File: src/hdl/srwa_div.sv
// ---------------------------------------------------------------------------
// Restoring divider
// Unsigned division, one quotient bit per cycle, with a one-cycle done pulse.
// ---------------------------------------------------------------------------
`timescale 1ns / 1ps
`default_nettype none

module srwa_div #(
  parameter int unsigned DIVIDEND_W = 32,
  parameter int unsigned DIVISOR_W  = 32
) (
  input  wire logic                  clk_i,
  input  wire logic                  rst_ni,
  input  wire logic                  start_i,
  input  wire logic [DIVIDEND_W-1:0] dividend_i,
  input  wire logic [DIVISOR_W-1:0]  divisor_i,
  output logic                       done_o,
  output logic      [DIVIDEND_W-1:0] quotient_o,
  output logic      [DIVISOR_W-1:0]  remainder_o
);

  localparam int unsigned CntW = $clog2(DIVIDEND_W + 1);

  logic                  run_q;
  logic [CntW-1:0]       cnt_q;
  logic                  done_q;
  logic [DIVIDEND_W-1:0] quot_q;
  logic [DIVISOR_W-1:0]  rem_q;
  logic [DIVISOR_W-1:0]  div_q;
  logic [DIVISOR_W:0]    trial;
  logic [DIVISOR_W:0]    diff;
  logic                  fits;

  assign trial = {rem_q, quot_q[DIVIDEND_W-1]};
  assign diff  = trial - {1'b0, div_q};
  assign fits  = trial >= {1'b0, div_q};

  always_ff @(posedge clk_i or negedge rst_ni) begin
    if (!rst_ni) begin
      run_q  <= 1'b0;
      cnt_q  <= '0;
      done_q <= 1'b0;
    end else begin
      done_q <= 1'b0;
      if (start_i) begin
        run_q <= 1'b1;
        cnt_q <= CntW'(DIVIDEND_W);
      end else if (run_q) begin
        cnt_q <= cnt_q - CntW'(1);
        if (cnt_q == CntW'(1)) begin
          run_q  <= 1'b0;
          done_q <= 1'b1;
        end
      end
    end
  end

  always_ff @(posedge clk_i) begin
    if (start_i) begin
      quot_q <= dividend_i;
      rem_q  <= '0;
      div_q  <= divisor_i;
    end else if (run_q) begin
      rem_q  <= fits ? diff[DIVISOR_W-1:0] : trial[DIVISOR_W-1:0];
      quot_q <= {quot_q[DIVIDEND_W-2:0], fits};
    end
  end

  assign done_o      = done_q;
  assign quotient_o  = quot_q;
  assign remainder_o = rem_q;

endmodule

`default_nettype wire

File: config.mk
export PLATFORM = sky130hd
export DESIGN_NAME = srwa_div
export DESIGN_NICKNAME = d
export VERILOG_FILES = /design/src/hdl/srwa_div.sv
export SDC_FILE = /design/constraint.sdc
export NUM_CORES = 1
export LEC_CHECK = 0
export ABC_AREA = 1
export BUFFER_PORTS_ARGS = -buffer_cell sky130_fd_sc_hd__buf_2
export CAP_MARGIN = 30
export CORE_UTILIZATION = 35
export DETAILED_ROUTE_END_ITERATION = 10
export HOLD_SLACK_MARGIN = 0.1
export MAX_ROUTING_LAYER = met4
export PLACE_DENSITY = 0.57
export SLEW_MARGIN = 20
export SYNTH_ARGS = -nofsm -noshare
export SYNTH_HDL_FRONTEND = slang
export SYNTH_SLANG_ARGS = --single-unit
File: constraint.sdc
create_clock -name clk_i -period 2.7 [get_ports clk_i]
set_input_delay 0.405 -clock clk_i [delete_from_list [all_inputs] [get_ports clk_i]]
set_output_delay 0.405 -clock clk_i [all_outputs]
set_load 0.02 [all_outputs]
Yosys cells after proc, flatten, opt, wreduce, memory -nomap -nowiden

Index checks and enable logic that the tools add are counted.
Widths: inputs -> output; s select.

$add $sub $neg: 2
Order comparisons: 1
Eq/ne operators: 1
Mux-type cells: 11
Reductions and logical operators: 1

Operators by type and width:

| cell                | count |
|---|---|
| $mux 32             | 3 |
| $ge 33x32->1        | 1 |
| $sub 32x32->32      | 1 |
| $mux 6              | 2 |
| $eq 6x1->1 const B  | 1 |
| $mux 1              | 6 |
| $sub 6x1->6 const B | 1 |
| $reduce_bool 2->1   | 1 |

Register bits after elaboration: 104
Bits of input ports: 67

Depth between registers and ports, before layout

Word-level depth: 4
Depth in mapped cells: 17

Worst setup path after synthesis

No wires, ideal clock.

Path kind: input to register
Start point: in start_i
End point: reg quot_q[0] (netlist: quotient_o[0]) (enable)
Arrival time: 1.959 ns
Data required time: 2.291 ns
Setup slack: 0.332 ns
Stages: 4
Path buffers: 2
Cells stage by stage: clkbuf_1 -> nor2_1 -> inv_1 -> buf_1

Longest elaborated chain between the ends: 1

RTL lines:

| what                               | RTL line | source |
|---|---|---|
| from (decl)                        | 14       | `input wire logic start_i,` |
| $reduce_bool 2->1 (no source line) | --       |  |
| to (signal assigned)               | 60       | `quot_q <= dividend_i;` |
| to (signal assigned)               | 65       | `quot_q <= {quot_q[DIVIDEND_W-2:0], fits};` |
| to (decl)                          | 27       | `logic [DIVIDEND_W-1:0] quot_q;` |

Every way passes these cells.
A chain may end at the register's enable or synchronous reset.

Worst setup path in the final report

Start point: reg div_q[8]
End point: reg rem_q[26] (netlist: remainder_o[26])

Longest elaborated chain between the ends: 2
Elaborated cells between the ends (all ways): 3
Those cells by class: add/sub (1); order compare (1); mux (1)

RTL lines:

| what                                           | RTL line | source |
|---|---|---|
| from (decl)                                    | 29       | `logic [DIVISOR_W-1:0] div_q;` |
| from (signal assigned)                         | 62       | `div_q <= divisor_i;` |
| $sub 32x32->32 or $ge 33x32->1 (tied branches) | 35, 36   |  |
| $mux 32 (*)                                    | 64       | `rem_q <= fits ? diff[DIVISOR_W-1:0] : trial[DIVISOR_W-1:0];` |
| to (signal assigned)                           | 64       |  |
| to (decl)                                      | 28       | `logic [DIVISOR_W-1:0] rem_q;` |

Mark *: on every way between the ends. The rest lies on a longest branch, timed or not.

==> out/metrics.cfg <==
[outcome]
status = finished, final reports clean

[worst_setup_path]
cp-start-kind = register
cpPeakStageDelay_ns = 0.38
crit_type = reg -> reg
crit_path_cell_trace = inv_1 > ha_1 > nand2_1 > nor2_2 > nand3_1 > nand3_2 > nand2_2 > nand2_1 > nand2_2 > nand2_4 > nand3_1 > nand2_1 > nand2_1
cp.required_ns = 2.96
worstSetupEndpointType = register
crit_arrival_ns = 2.66
slowest_stage = ha_1
critPathMaxFanout = 32
crit_top_cell = nand2_1

[place]
dpl.hpwl_mm = 14.3
placed_area_sq_um = 7820
gp_congestion = 0.982
dp.cells = 1374
portBuffers = 131

[floorplanning]
dieArea_sq_um = 20200
rows = 50
die_y_um = 142
start_util_pct = 36.3
coreArea_sq_um = 19000
ioPinCount = 132
die_w_um = 142

[timing]
fin_skew_ns = 0.0167
min_period_over_period_pct = 88.8
relSlewSlack_pct = 64.3
drv_slew = 0
hold_viol_final = 0
setup_viol = 0
worst_hold_slack_ns = 0.201
worst_pin_slew_ns = 0.534
rsz0062_at_grt = no
finalSetupTns_ns = 0
fmax_ghz = 0.417
period_needed_ns = 2.40

[final_layout]
post-route-util_pct = 42.9
area_delta_synth_final_pct = 18.3
drive_gt1_share_pct = 15.5
final_nets = 1228
multi_input_area_sq_um = 3280
seq_area_sq_um = 2760
final_cell_area_sq_um = 8130
finalNonFillerCells = 1392
n_fill_cell = 2035

[synth]
ys_ff_latch = 104
synth-simple-area-share_pct = 35.4
synth_top_family_by_area = simple AND/OR/NAND/NOR gates
postSynthNetCount = 1098
syn_inst = 996
synth_edf_count = 64
synthXorXnorAreaFrac_pct = 1.78
async_flop_share_pct = 7.69
ys_types = 36
synthFlopType = edfxtp_1
synth_mux_area_share_pct = 0
ys_seq_area_share_pct = 40.2
synth_fa_ha_area_share_pct = 6.48
synth_area_sq_um = 6880
avgSynthCellArea_sq_um = 6.90
synth_compound_area_share_pct = 3.99
yosysWarnings = 0

[pwr]
power_per_cell_area_nw_per_um2 = 861
p_leak_uw = 0.00453
peakVddDrop_v = 0.000393

[cts]
cts-root-buf = clkbuf_16
clkLatencyLatePin_ns = 0.37
cts_tree = done
cts_inserted_buffers = 9
cts_max_level = 3
cts_hold_buf = 1
clk_path_buf_depth = 2
cts_setup_buffers = 0
cts_resized = 0
cts.reportedPaths.clkPinSlew_ns = 0.08
cts_sinks = 104

[detailed_routing]
dr_total_vias = 6336
wl_per_cell_um = 13.4
firstDrtPassIters = 7
drtIter0Drc = 299
remaining_drc_errors = 0
postRouteAntennaNets = 0
vias_per_cell = 4.55
routed_wl_mm = 18.7

[global_routing]
grt_first_pass_wirelength_mm = 30.3
grt_max_degree = 40
track_usage_pct = 19.9
grt_overflow = 0
grt_antenna_before_repair = 1
grt_pass1_vias = 5968

[run]
max_cap_viol_count = 0

[hold_path]
worstHoldPathType = in -> reg

-- placed cells by master (no fill, tap or decap), types with 2 or more instances in the layout --
cell type  instances
nand3_1           83
nand2_1          408
xnor2_1           13
nor2_2             5
inv_8              5
ha_1              34
edfxtp_1          64
o21bai_1           3
nor2_4             2
nand2_2            6
nand4_1            8
clkbuf_16          9
dfrtp_1            8
o21ai_0            9
o21ai_1           11
a21oi_1           23
nor4_1             2
dfxtp_1           32
inv_1            187
and2_1             3
nand3b_1          14
buf_2            131
o21a_1             2
buf_4              9
nor3_1             5
nor2_1            42
-- critical path: cells and delay by family, from the launching register on --
family / cells / cell delay (ns)
buf+inv: 1 / 0.04
simple gates: 11 / 1.51
fa+ha+maj: 1 / 0.38
flops: 1 / 0.33
-- flip-flops by register name, summed over array words and instances (netlist names) --
name and count:
cnt_q 6, div_q 32, done_o 1, quotient_o 32, remainder_o 32, run_q 1
-- report_power, final --
| part | switching [uW] | internal, uW |
|---|---|---|
| Sequential | 209 | 1990 |
| Combinational | 2220 | 1200 |
| Clock | 699 | 689 |
-- per-stage QoR --
step / total power [uW] / setup WS (ns)
6_report: 7000 / 0.303
5_1_grt: 7610 / 0.0930
4_1_cts: 7080 / 0.301
3_5_place_dp: 5650 / 0.324
3_3_place_gp: 5630 / 0.327
2_1_floorplan: 4770 / 0.332
-- per-layer routing --
| metal | GRT usage [%] | up-vias | share of wire, % |
|---|---|---|---|
| met5 | - | - | 0 |
| met4 | 5.38 | 0 | 1.7 |
| met3 | 4.81 | 23 | 6.0 |
| met2 | 31.2 | 176 | 44 |
| met1 | 25.6 | 2797 | 48 |
| li1 | - | 3340 | - |
-- synth_stat cells, types with 8 or more instances --
cell | number | area share (%)
nor2_1 | 43 | 2.3
xnor2_1 | 13 | 1.7
edfxtp_1 | 64 | 28
dfxtp_1 | 32 | 9.3
clkbuf_1 | 12 | 0.66
nand3_1 | 83 | 6.0
a21oi_1 | 23 | 1.7
dfrtp_1 | 8 | 2.9
nand4_1 | 8 | 0.73
o21ai_1 | 11 | 0.80
nand3b_1 | 14 | 1.5
nand2_1 | 408 | 22
inv_1 | 187 | 10
o21ai_0 | 9 | 0.66
ha_1 | 34 | 6.2
-- path summary, 6_finish.rpt --
| kind | from | endpoint | slack, ns | cells past startpoint |
|---|---|---|---|---|
| setup / recovery | div_q[8] | remainder_o[26] | 0.30 | 13 |
| hold / removal | divisor_i[22] | div_q[22] | 0.20 | 1 |
| setup reg to reg | div_q[8] | remainder_o[26] | 0.30 | 13 |
| min in group asynchronous | rst_ni | cnt_q[0] | 0.41 | 2 |
| max in group asynchronous | rst_ni | run_q | 2.11 | 2 |
| hold reg to reg | remainder_o[15] | remainder_o[15] | 0.49 | 2 |
-- cell type report --
class / count / area share, %
inverter: 188 / 8.68
clock inverter: 6 / 0.800
tap: 260 / 4.00
multi-input combinational: 681 / 40.3
timing repair buffer: 142 / 9.26
antenna: 1 / 0.0308
sequential: 104 / 34.0
clock buffer: 10 / 2.94
-- cells by family (layout without fill, tap and decap cells) --
family | count (synthesis) | count (layout)
adder cells (fa/ha/maj) | 35 | 35
other | 0 | 1
AO/OA/AOI/OAI | 51 | 51
AND/OR/NAND/NOR | 581 | 581
flip-flops | 104 | 104
XOR/XNOR | 14 | 14
buffers and inverters | 211 | 346
Power figures use the tool's default switching activity.
